--- src/design/bpsd_pkg.sv ---
`timescale 1ns / 1ps
`default_nettype none

package bpsd_pkg;

    localparam int CFG_IDX_W   = 3;
    localparam int CFG_DATA_W  = 32;
    localparam int THR_W       = 16;
    localparam int COUNT_W     = 8;
    localparam int PAT_FIELD_W = 24;
    localparam int MASK_W      = 4;

    typedef logic [CFG_IDX_W-1:0] t_cfg_idx;

    localparam t_cfg_idx REG_DEBOUNCE = 3'd0;
    localparam t_cfg_idx REG_LONG     = 3'd1;
    localparam t_cfg_idx REG_GAP      = 3'd2;
    localparam t_cfg_idx REG_LEVEL    = 3'd3;
    localparam t_cfg_idx REG_MATCH_A  = 3'd4;

    typedef enum logic [1:0] {
        PH_IDLE     = 2'd0,
        PH_DEBOUNCE = 2'd1,
        PH_HOLD     = 2'd2,
        PH_GAP      = 2'd3
    } t_phase;

    typedef enum logic [1:0] {
        EV_SHORT = 2'd0,
        EV_LONG  = 2'd1,
        EV_END   = 2'd2
    } t_event;

    // Gathered gesture handed to the match unit
    typedef struct packed {
        logic [COUNT_W-1:0]     count;
        logic [PAT_FIELD_W-1:0] pattern;
    } t_gesture;

endpackage

`default_nettype wire

--- src/design/bpsd_match.sv ---
`timescale 1ns / 1ps
`default_nettype none

module bpsd_match import bpsd_pkg::*; #(
    parameter int NUM_ENTRIES = 4
) (
    input  wire logic [CFG_DATA_W-1:0] i_words [NUM_ENTRIES],
    input  wire t_gesture              i_gesture,
    output logic [MASK_W-1:0]          o_mask
);

    // Compare every entry against the gathered size and pattern; zero size never matches
    always_comb begin
        o_mask = '0;
        for (int k = 0; k < NUM_ENTRIES; k++) begin
            if ((i_words[k][COUNT_W-1:0] != '0) &&
                (i_words[k][COUNT_W-1:0] == i_gesture.count) &&
                (i_words[k][CFG_DATA_W-1:COUNT_W] == i_gesture.pattern)) begin
                o_mask[k] = 1'b1;
            end
        end
    end

endmodule

`default_nettype wire

--- src/design/button_press_sequence_detector.sv ---
`timescale 1ns / 1ps
`default_nettype none

// Button press sequence detector.
// Input channel (i_in_valid / o_in_ready) carries one pin sample word per tick.
// Output channel (o_out_valid / i_out_ready) carries at most one event word per
// sample: short press, long press, or gesture end with the entry match mask.
// Configuration is a plain write port (i_cfg_we, i_cfg_idx, i_cfg_wdata); write
// only while no sample is in flight.
// Path: an accepted sample passes through the input register, then one pass of
// phase/timer logic into the output register, where its event word waits.
// Throughput: one sample per cycle while the receiver does not stall; the phase
// and tick counter update is a single pass of compare and increment logic.
// Reset (synchronous, active low) empties both registers, puts the tracker in
// idle with counts and pattern cleared, marks the button as released and loads
// the register defaults.
// When the receiver stalls, hold the event in the output register; the input
// register still takes one more word, then o_in_ready drops until the event
// leaves.
module button_press_sequence_detector import bpsd_pkg::*; #(
    parameter int NUM_ENTRIES   = 4,
    parameter int PATTERN_WIDTH = 24,
    parameter int TICK_WIDTH    = 16
) (
    input  wire logic                   i_clk,
    input  wire logic                   i_rst_n,
    input  wire logic                   i_cfg_we,
    input  wire logic [CFG_IDX_W-1:0]   i_cfg_idx,
    input  wire logic [CFG_DATA_W-1:0]  i_cfg_wdata,
    input  wire logic                   i_in_valid,
    output logic                        o_in_ready,
    input  wire logic                   i_pin_level,
    output logic                        o_out_valid,
    input  wire logic                   i_out_ready,
    output logic [1:0]                  o_event_kind,
    output logic [COUNT_W-1:0]          o_press_count,
    output logic [PAT_FIELD_W-1:0]      o_press_pattern,
    output logic [MASK_W-1:0]           o_match_mask
);

    localparam logic [TICK_WIDTH-1:0] TICK_MAX = '1;

    // Clamp a 16-bit threshold to the tick counter range so each phase ends
    function automatic logic [TICK_WIDTH-1:0] clamp_thr(input logic [THR_W-1:0] thr);
        logic [31:0] wide;
        wide = 32'(thr);
        if (wide > 32'(TICK_MAX)) begin
            return TICK_MAX;
        end
        return TICK_WIDTH'(wide);
    endfunction

    // Configuration registers
    logic [THR_W-1:0]      r_debounce;
    logic [THR_W-1:0]      r_long;
    logic [THR_W-1:0]      r_gap;
    logic                  r_level;
    logic [CFG_DATA_W-1:0] r_match [NUM_ENTRIES];

    // Input register
    logic r_in_valid;
    logic r_in_pin;

    // Tracker state
    t_phase                  r_phase, n_phase;
    logic [TICK_WIDTH-1:0]   r_tick, n_tick;
    logic [COUNT_W-1:0]      r_presses, n_presses;
    logic [PATTERN_WIDTH-1:0] r_pattern, n_pattern;
    logic                    r_was_active;

    // Output register
    logic                   r_out_valid;
    t_event                 r_out_kind;
    logic [COUNT_W-1:0]     r_out_count;
    logic [PAT_FIELD_W-1:0] r_out_pattern;
    logic [MASK_W-1:0]      r_out_mask;

    logic                     w_adv;
    logic                     w_step;
    logic                     w_active;
    logic                     w_rising;
    logic [TICK_WIDTH-1:0]    w_tick_inc;
    logic                     w_deb_done;
    logic                     w_long_hit;
    logic                     w_gap_done;
    logic                     w_res_valid;
    t_event                   w_res_kind;
    logic [COUNT_W-1:0]       w_presses_rec;
    logic [PATTERN_WIDTH-1:0] w_pattern_rec;
    t_gesture                 w_gesture;
    logic [MASK_W-1:0]        w_mask;

    // Handshake: the output register frees up when empty or being taken
    assign w_adv      = !r_out_valid || i_out_ready;
    assign o_in_ready = !r_in_valid || w_adv;
    assign w_step     = r_in_valid && w_adv;

    // Configuration writes
    always_ff @(posedge i_clk) begin
        if (!i_rst_n) begin
            r_debounce <= THR_W'(1);
            r_long     <= THR_W'(25);
            r_gap      <= THR_W'(25);
            r_level    <= 1'b0;
            for (int k = 0; k < NUM_ENTRIES; k++) begin
                r_match[k] <= '0;
            end
        end else if (i_cfg_we) begin
            unique case (i_cfg_idx)
                REG_DEBOUNCE: r_debounce <= i_cfg_wdata[THR_W-1:0];
                REG_LONG:     r_long     <= i_cfg_wdata[THR_W-1:0];
                REG_GAP:      r_gap      <= i_cfg_wdata[THR_W-1:0];
                REG_LEVEL:    r_level    <= i_cfg_wdata[0];
                default: begin
                    // Match entries; indexes past the built entries are dropped
                    for (int k = 0; k < NUM_ENTRIES; k++) begin
                        if (i_cfg_idx == CFG_IDX_W'(REG_MATCH_A + k)) begin
                            r_match[k] <= i_cfg_wdata;
                        end
                    end
                end
            endcase
        end
    end

    // Input register: take a word when free, drop it once processed
    always_ff @(posedge i_clk) begin
        if (!i_rst_n) begin
            r_in_valid <= 1'b0;
        end else if (i_in_valid && o_in_ready) begin
            r_in_valid <= 1'b1;
        end else if (w_step) begin
            r_in_valid <= 1'b0;
        end
    end

    always_ff @(posedge i_clk) begin
        if (i_in_valid && o_in_ready) begin
            r_in_pin <= i_pin_level;
        end
    end

    // Level decode and timer compares
    assign w_active   = (r_in_pin == r_level);
    assign w_rising   = w_active && !r_was_active;
    assign w_tick_inc = (r_tick == TICK_MAX) ? r_tick : r_tick + TICK_WIDTH'(1);
    assign w_deb_done = (w_tick_inc >= clamp_thr(r_debounce));
    assign w_long_hit = (w_tick_inc >= clamp_thr(r_long));
    assign w_gap_done = (w_tick_inc >= clamp_thr(r_gap));

    // Event decision
    always_comb begin
        w_res_valid = 1'b0;
        w_res_kind  = EV_SHORT;
        unique case (r_phase)
            PH_IDLE: begin
                w_res_valid = 1'b0;
            end
            PH_GAP: begin
                if (!w_rising && w_gap_done) begin
                    w_res_valid = 1'b1;
                    w_res_kind  = EV_END;
                end
            end
            PH_DEBOUNCE: begin
                // Release seen at the debounce check: glitch, counted as short
                if (w_deb_done && !w_active) begin
                    w_res_valid = 1'b1;
                    w_res_kind  = EV_SHORT;
                end
            end
            PH_HOLD: begin
                if (!w_active) begin
                    w_res_valid = 1'b1;
                    w_res_kind  = w_long_hit ? EV_LONG : EV_SHORT;
                end
            end
            default: begin
                w_res_valid = 1'b0;
            end
        endcase
    end

    // Press record: saturating count, pattern bit for long presses in range
    always_comb begin
        w_presses_rec = (r_presses == '1) ? r_presses : r_presses + COUNT_W'(1);
        w_pattern_rec = r_pattern;
        for (int i = 0; i < PATTERN_WIDTH; i++) begin
            if ((w_res_kind == EV_LONG) && (r_presses == COUNT_W'(i))) begin
                w_pattern_rec[i] = 1'b1;
            end
        end
    end

    // Next state
    always_comb begin
        n_phase   = r_phase;
        n_tick    = r_tick;
        n_presses = r_presses;
        n_pattern = r_pattern;
        unique case (r_phase)
            PH_IDLE: begin
                if (w_rising) begin
                    n_phase = PH_DEBOUNCE;
                    n_tick  = '0;
                end
            end
            PH_GAP: begin
                if (w_rising) begin
                    n_phase = PH_DEBOUNCE;
                    n_tick  = '0;
                end else if (w_gap_done) begin
                    n_phase   = PH_IDLE;
                    n_tick    = '0;
                    n_presses = '0;
                    n_pattern = '0;
                end else begin
                    n_tick = w_tick_inc;
                end
            end
            PH_DEBOUNCE, PH_HOLD: begin
                n_tick = w_tick_inc;
                if (w_res_valid) begin
                    n_phase   = PH_GAP;
                    n_tick    = '0;
                    n_presses = w_presses_rec;
                    n_pattern = w_pattern_rec;
                end else if (r_phase == PH_DEBOUNCE && w_deb_done) begin
                    n_phase = PH_HOLD;
                end
            end
            default: begin
                n_phase = PH_IDLE;
            end
        endcase
    end

    always_ff @(posedge i_clk) begin
        if (!i_rst_n) begin
            r_phase      <= PH_IDLE;
            r_tick       <= '0;
            r_presses    <= '0;
            r_pattern    <= '0;
            r_was_active <= 1'b0;
        end else if (w_step) begin
            r_phase      <= n_phase;
            r_tick       <= n_tick;
            r_presses    <= n_presses;
            r_pattern    <= n_pattern;
            r_was_active <= w_active;
        end
    end

    // Entry match on the gesture as it stands before clearing
    assign w_gesture.count   = r_presses;
    assign w_gesture.pattern = PAT_FIELD_W'(r_pattern);

    bpsd_match #(
        .NUM_ENTRIES (NUM_ENTRIES)
    ) u_match (
        .i_words   (r_match),
        .i_gesture (w_gesture),
        .o_mask    (w_mask)
    );

    // Output register: load on a processed word, hold while stalled
    always_ff @(posedge i_clk) begin
        if (!i_rst_n) begin
            r_out_valid <= 1'b0;
        end else if (w_adv) begin
            r_out_valid <= w_step && w_res_valid;
        end
    end

    always_ff @(posedge i_clk) begin
        if (w_step && w_res_valid) begin
            r_out_kind <= w_res_kind;
            if (w_res_kind == EV_END) begin
                r_out_count   <= r_presses;
                r_out_pattern <= PAT_FIELD_W'(r_pattern);
                r_out_mask    <= w_mask;
            end else begin
                r_out_count   <= w_presses_rec;
                r_out_pattern <= PAT_FIELD_W'(w_pattern_rec);
                r_out_mask    <= '0;
            end
        end
    end

    assign o_out_valid     = r_out_valid;
    assign o_event_kind    = r_out_kind;
    assign o_press_count   = r_out_count;
    assign o_press_pattern = r_out_pattern;
    assign o_match_mask    = r_out_mask;

endmodule

`default_nettype wire

--- config.mk ---
export PLATFORM = sky130hd
export DESIGN_NAME = button_press_sequence_detector
export DESIGN_NICKNAME = d
export VERILOG_FILES = /design/src/design/bpsd_pkg.sv /design/src/design/bpsd_match.sv /design/src/design/button_press_sequence_detector.sv
export SDC_FILE = /design/constraint.sdc
export NUM_CORES = 1
export LEC_CHECK = 0
export ABC_AREA = 1
export ABC_CLOCK_PERIOD_IN_PS = 11340
export BUFFER_PORTS_ARGS = -buffer_cell sky130_fd_sc_hd__clkbuf_2
export CORE_MARGIN = 1
export CORE_UTILIZATION = 45
export CTS_CLUSTER_DIAMETER = 100
export CTS_CLUSTER_SIZE = 12
export DETAILED_ROUTE_END_ITERATION = 10
export PLACE_DENSITY_LB_ADDON = 0.1
export SLEW_MARGIN = 25
export SYNTH_ARGS = -nofsm -noshare
export SYNTH_HDL_FRONTEND = slang
export SYNTH_SLANG_ARGS = --single-unit
export TNS_END_PERCENT = 20
--- constraint.sdc ---
create_clock -name i_clk -period 11.34 [get_ports i_clk]
set_clock_uncertainty 0.1 [all_clocks]
set_input_delay 1.134 -clock i_clk [delete_from_list [all_inputs] [get_ports i_clk]]
set_output_delay 1.134 -clock i_clk [all_outputs]
set_load 0.05 [all_outputs]
# --- After elaboration in Yosys (flattened, before gate mapping) ---
# Cells that the tools add are included.
totals:
  regBits: 269
  latch_bits: 0
  ram_bits: 0
  mem_bits_ro: 0
  output_inout_bits: 40
  elab_cells: 207
  n_memories: 0
op_classes:
  add_sub_neg: 2
  multipliers: 0
  div: 0
  order_cmp: 3
  eq_ne: 52
  n_shift: 0
  n_mux: 61
  bitwise_logic: 1
  n_reduce_logical: 68
ops:
  columns: ["op", "n"]
  rows:
  - ["== test 24 bit", 4]
  - ["two-way mux 24 bit", 4]
  - ["two-way mux 16 bit", 5]
  - ["== test 8 x 4 -> 1 bit (second input constant)", 8]
  - ["== test 8 x 5 -> 1 bit (second input constant)", 8]
  - [">= comparator 16 bit", 3]
  - ["one-hot mux 16 bit (3 select lines)", 1]
  - ["one-hot mux 24 bit (2 select lines)", 1]
  - ["two-way mux 8 bit", 5]
  - ["logical AND 1 bit", 39]
  - ["two-way mux 1 bit", 35]
  - ["== test 8 x 3 -> 1 bit (second input constant)", 4]
  - ["== test 8 bit", 4]
  - ["nonzero test 8 bit", 4]
  - ["adder 16 x 1 -> 16 bit (second input constant)", 1]
  - ["== test 16 bit (second input constant)", 1]
  - ["== test 8 x 2 -> 1 bit (second input constant)", 2]
  - ["one-hot mux 8 bit (2 select lines)", 1]
  - ["== test 3 bit (second input constant)", 4]
  - ["two-way mux 2 bit", 6]
  - ["AND reduction 3 bit", 4]
  - ["AND reduction 2 bit", 5]
  - ["adder 8 x 1 -> 8 bit (second input constant)", 1]
  - ["== test 8 x 1 -> 1 bit (second input constant)", 1]
  - ["other kinds (22)", 36]

# --- Longest topological paths before layout ---
depth:
  ltp_word: 11
  mapped_depth: 28
  mapped_depth_nobuf: 28

# --- Modules after synthesis ---
# Synthesis repeated with hierarchy kept, for this count alone.
unflattened:
  hier_cells: 2090
  hier_area_um2: 14352.5
by_module_without_submodules:
  columns: ["module", "instances", "cells_per_inst", "area_each_um2", "seq_area_each_um2"]
  rows:
  - ["button_press_sequence_detector", 1, 1555, 12072.8, 5775.5]
  - ["bpsd_match", 1, 535, 2279.7, 0.0]

# --- Worst setup path after synthesis ---
# No wires, ideal clock.
synth_timing:
  path_kind: "flip-flop to flip-flop"
  from: "register r_tick[0]"
  to: "register r_out_kind[0], in the netlist o_event_kind[0] (enable)"
  t_arrival_ns: 3.333
  required_time_ns: 10.847
  slack_ns: 7.515
  stages_incl_launch_ff: 22
  n_path_buf: 0
  period_less_slack_ns: 3.825
  cell_sequence: "dfxtp_1 ha_1 nand2_1 nor2_1 nand2_1 nor2_1 nand2_1 nor3_1 nand3_1 a21oi_1 inv_1 ha_1 nand2_1 inv_1 nand3_1 nor2_1 nand3_1 nand3_1 nand2_2 nand3_2 nand3_1 inv_1"
synth_via:
  elab_chain_cells: 7
  word_cells_on_any_way: 11
synth_lines:
  columns: ["item", "line_no", "text"]
  rows:
  - ["from (decl)", "button_press_sequence_detector.sv:66", "logic [TICK_WIDTH-1:0] r_tick, n_tick;"]
  - ["from (signal assigned)", "button_press_sequence_detector.sv:247", "r_tick <= n_tick;"]
  - ["adder 16 x 1 -> 16 bit or == test 16 bit (tied branches)", "button_press_sequence_detector.sv:146", "assign w_tick_inc = (r_tick == TICK_MAX) ? r_tick : r_tick + TICK_WIDTH'(1);"]
  - ["two-way mux 16 bit *", "button_press_sequence_detector.sv:146", null]
  - [">= comparator 16 bit (on tied branches)", "button_press_sequence_detector.sv:147, button_press_sequence_detector.sv:149", null]
  - ["logical AND 1 bit (on tied branches)", "button_press_sequence_detector.sv:167, button_press_sequence_detector.sv:160", null]
  - ["two-way mux 1 bit (on tied branches)", "button_press_sequence_detector.sv:167, button_press_sequence_detector.sv:160", null]
  - ["one-hot mux 1 bit (4 select lines) *", "button_press_sequence_detector.sv:155", "unique case (r_phase)"]
  - ["logical AND 1 bit *", "button_press_sequence_detector.sv:276", "if (w_step && w_res_valid) begin"]
  - ["to (signal assigned)", "button_press_sequence_detector.sv:277", "r_out_kind <= w_res_kind;"]
  - ["to (decl)", "button_press_sequence_detector.sv:73", "t_event r_out_kind;"]
# Mark *: on every way between the ends. The rest lies on a longest branch, timed or not.
# A chain may end at the register's enable or synchronous reset.

# --- Final worst setup path ---
layout_timing:
  from: "register r_tick[0]"
  to: "register r_out_mask[1], in the netlist o_match_mask[1], data pin"
layout_via:
  elab_chain_cells: 7
  word_cells_on_any_way: 11
layout_lines:
  columns: ["item", "line_no", "text"]
  rows:
  - ["adder 16 x 1 -> 16 bit or == test 16 bit (tied branches)", "button_press_sequence_detector.sv:146", null]
  - ["two-way mux 16 bit *", "button_press_sequence_detector.sv:146", null]
  - [">= comparator 16 bit (on tied branches)", "button_press_sequence_detector.sv:148, button_press_sequence_detector.sv:149", null]
  - ["two-way mux 1 bit or logical AND 1 bit (tied branches)", "button_press_sequence_detector.sv:175, button_press_sequence_detector.sv:160", null]
  - ["two-way mux 1 bit or two-way mux 2 bit (tied branches)", "button_press_sequence_detector.sv:173, button_press_sequence_detector.sv:160", null]
  - ["one-hot mux 2 bit (2 select lines) *", "button_press_sequence_detector.sv:155", null]
  - ["== test 2 bit *", "button_press_sequence_detector.sv:278", "if (w_res_kind == EV_END) begin"]
  - ["to (signal assigned)", "button_press_sequence_detector.sv:281", "r_out_mask <= w_mask;"]
  - ["to (decl)", "button_press_sequence_detector.sv:76", "logic [MASK_W-1:0] r_out_mask;"]
# Marked as above.

==> impl_metrics.json <==
{
  "antennaDiodeCount": 0,
  "peakVddDrop_v": 0.0001057,
  "reg2reg_depth": 17,
  "clock_latency_ns": 0.55,
  "drt_wl_total_um": 39250,
  "final_util": 0.5058,
  "cp_num_cells": 17,
  "initial_core_util": 0.4618,
  "finalCritPeriodShare": 0.4125,
  "die_y_um": 174.3,
  "clk_pin_slew_ns": 0.06,
  "wl_met3_um": 2857,
  "grt_pass1_vias": 10644,
  "highest_layer": "met4",
  "finalNonFillerCells": 2200,
  "dr_wl_met2_um": 16490,
  "cts_num_sinks": 269,
  "fin_crit_ns": 4.678,
  "syn_area_per_cell_sq_um": 7.524,
  "die_w_um": 174.3,
  "yosysSeqAreaShare": 0.4322,
  "cts.path.max_buffers": 3,
  "nets": 1907,
  "grt_pass1_wl_um": 61630,
  "cp_cell_sequence": "ha_1, nand2_1, nor2_1, nand4_1, nor2_1, inv_1, o21ai_0, ha_1, a21oi_1, o21ai_0, nand2_1, nand2_1, nand2_1, nand3_1, nand2_1, nand2_1, nor4_1",
  "startpoint": "r_tick[0]",
  "globalRouteTotalUtil": 0.2591,
  "grt_max_degree": 99,
  "cts_resized": 0,
  "endpoint": "o_match_mask[1]",
  "worst_path_most_repeated_cell": "nand2_1",
  "syn_area_sq_um": 13360,
  "num_rows": 62,
  "overflow": 0,
  "cts_buffers": 26,
  "ys_types": 41,
  "setup_viol": 0,
  "rsz0062_at_grt": "no",
  "relSlewSlack": 0.3468,
  "first_iter_violations": 1133,
  "status": "completed",
  "total_power_mw": 1.944,
  "port-buffer-count": 80,
  "cp_slowest_cell": "nor4_1",
  "syn_to_final_growth_pct": 9.513,
  "core-area_sq_um": 28940,
  "crit_fanout": 20,
  "wire_per_inst_um": 17.84,
  "dpl-instance-area_sq_um": 13930,
  "routed-via-count": 11739,
  "synth-edff-count": 39,
  "ys_ff_latch": 269,
  "hold_viol": 0,
  "rr_startpoint": "r_tick[0]",
  "syn_nets": 1875,
  "fin_ws_ns": 6.662,
  "critical_path_class": "reg2reg",
  "arrival_ns": 4.85,
  "place_inst": 2164,
  "postRouteAntennaNets": 0,
  "maxCapViolations": 0,
  "end_kind": "flip-flop",
  "synthArstFlopShare": 0,
  "tns_ns": 0,
  "worstMarginPinSlew_ns": 0.9738,
  "viasPerCell": 5.336,
  "gp_congestion": 0.8995,
  "dp_worst_setup_slack_ns": 6.823,
  "dieArea_sq_um": 30390,
  "root_buffer": "clkbuf_16",
  "pwr_density_cell_nw_per_um2": 132.9,
  "fmax_mhz": 213.8,
  "crit_path_start_kind": "flip-flop",
  "ys_warn_count": 0,
  "fin_hold_ws_ns": 0.3579,
  "finish.instance_area_sq_um": 14630,
  "cp_top_family": "simple AND/OR/NAND/NOR gates",
  "ctsHoldBuffers": 0,
  "p_leak_nw": 6.091,
  "r2r_end": "o_match_mask[1]",
  "worst-r2r-setup-slack_ns": 6.66,
  "drc": 0,
  "wl_met1_um": 19310,
  "hpwl_um": 28320,
  "h-tree-depth": 1,
  "path_buf_inv": 1,
  "ys.flop_type": "dfxtp_1",
  "critical-path-max-stage-delay_ns": 0.65,
  "ios": 81,
  "syn_inst": 1776,
  "antenna_found_initial": 0,
  "post_cts_buffers": 0,
  "report.final.slew_viol_count": 0,
  "layout-drive-gt1-share": 0.08976,
  "worstHoldPathType": "reg2reg",
  "cts_tree": "yes",
  "drt-pass1-iter-count": 5,
  "crit_required_ns": 11.51
}
==> worst min-delay path by stage <==
stage / from / to / slack, ns / cells after the start
6_report: r_debounce[1] / r_debounce[1] / 0.36 / 2
5_1_grt: r_debounce[6] / r_debounce[6] / 0.38 / 2
4_1_cts: r_debounce[6] / r_debounce[6] / 0.36 / 2
3_5_place_dp: r_debounce[6] / r_debounce[6] / 0.35 / 2
3_3_place_gp: r_gap[5] / r_gap[5] / 0.35 / 2
2_1_floorplan: r_debounce[14] / r_debounce[14] / 0.34 / 2
==> flip-flops by register name (all words and copies together) (netlist names) <==
register,flops
r_tick,16
r_phase,2
r_presses,8
r_long,16
r_in_valid,1
r_match,128
r_gap,16
r_level,1
r_debounce,16
o_press_count,8
r_pattern,24
r_in_pin,1
o_press_pattern,24
r_was_active,1
o_out_valid,1
o_match_mask,4
o_event_kind,2
==> cell families (layout without fill, tap and decap cells) <==
kind of cell | count (synthesis) | count (layout) | synth area share
AOI/OAI and AO/OA | 437 | 437 | 0.1741
xor gates and xnor gates | 77 | 77 | 0.05047
adders and majority gates | 58 | 58 | 0.05431
buffers and inverters | 314 | 354 | 0.09344
DFF | 269 | 269 | 0.4322
and+or+nand+nor | 621 | 621 | 0.1955
==> final cells by class <==
cell class / instances / area [sq um]
clock buffer: 34 / 680.7
clock inverter: 2 / 25.02
fill: 2923 / 14300
inverter: 229 / 860.8
multi-input combinational: 1193 / 6341
sequential: 269 / 5776
tap: 384 / 480.5
timing repair buffer: 89 / 470.5
==> layout by cell type, fill, tap and decap left out, types with 17 or more instances in the layout <==
master / instances
inv_1: 222
xnor2_1: 60
edfxtp_1: 39
nand3_1: 49
o21ai_0: 191
o22ai_1: 31
nand4_1: 21
nand2_1: 267
nor2_1: 218
xor2_1: 17
clkbuf_2: 79
dfxtp_1: 230
clkbuf_16: 26
a21oi_1: 186
nand2_2: 23
nor4_1: 25
ha_1: 58
==> cell usage after synthesis (25+ instances only) <==
cell type	n	area share
inv_1	222	0.062
nand2_1	267	0.075
edfxtp_1	39	0.088
ha_1	58	0.054
nand3_1	49	0.018
o22ai_1	31	0.015
a21oi_1	186	0.070
clkbuf_1	65	0.018
o21ai_0	191	0.072
dfxtp_1	230	0.34
nor2_1	219	0.062
nor4_1	25	0.012
xnor2_1	60	0.039
==> power breakdown <==
group	leakage (nW)	internal, mW	switching [mW]
Clock	0.341	0.416	0.369
Combinational	3.50	0.0497	0.107
Sequential	2.25	0.988	0.0142
==> layer usage <==
layer,GRT usage,vias to the layer above
li1,-,5876
met1,0.3983,5451
met2,0.3848,366
met3,0.03456,46
met4,0.04715,0
met5,0,-
==> worst reg2reg max path: stages, from the launching register on <==
cell     delay (ns)
dfxtp_1        0.38
ha_1           0.20
nand2_1        0.06
nor2_1         0.16
nand4_1        0.16
nor2_1         0.36
inv_1          0.31
o21ai_0        0.37
ha_1           0.38
a21oi_1        0.15
o21ai_0        0.12
nand2_1        0.08
nand2_1        0.09
nand2_1        0.08
nand3_1        0.14
nand2_1        0.19
nand2_1        0.44
nor4_1         0.66
No activity file was read; power rests on OpenSTA's default activity.
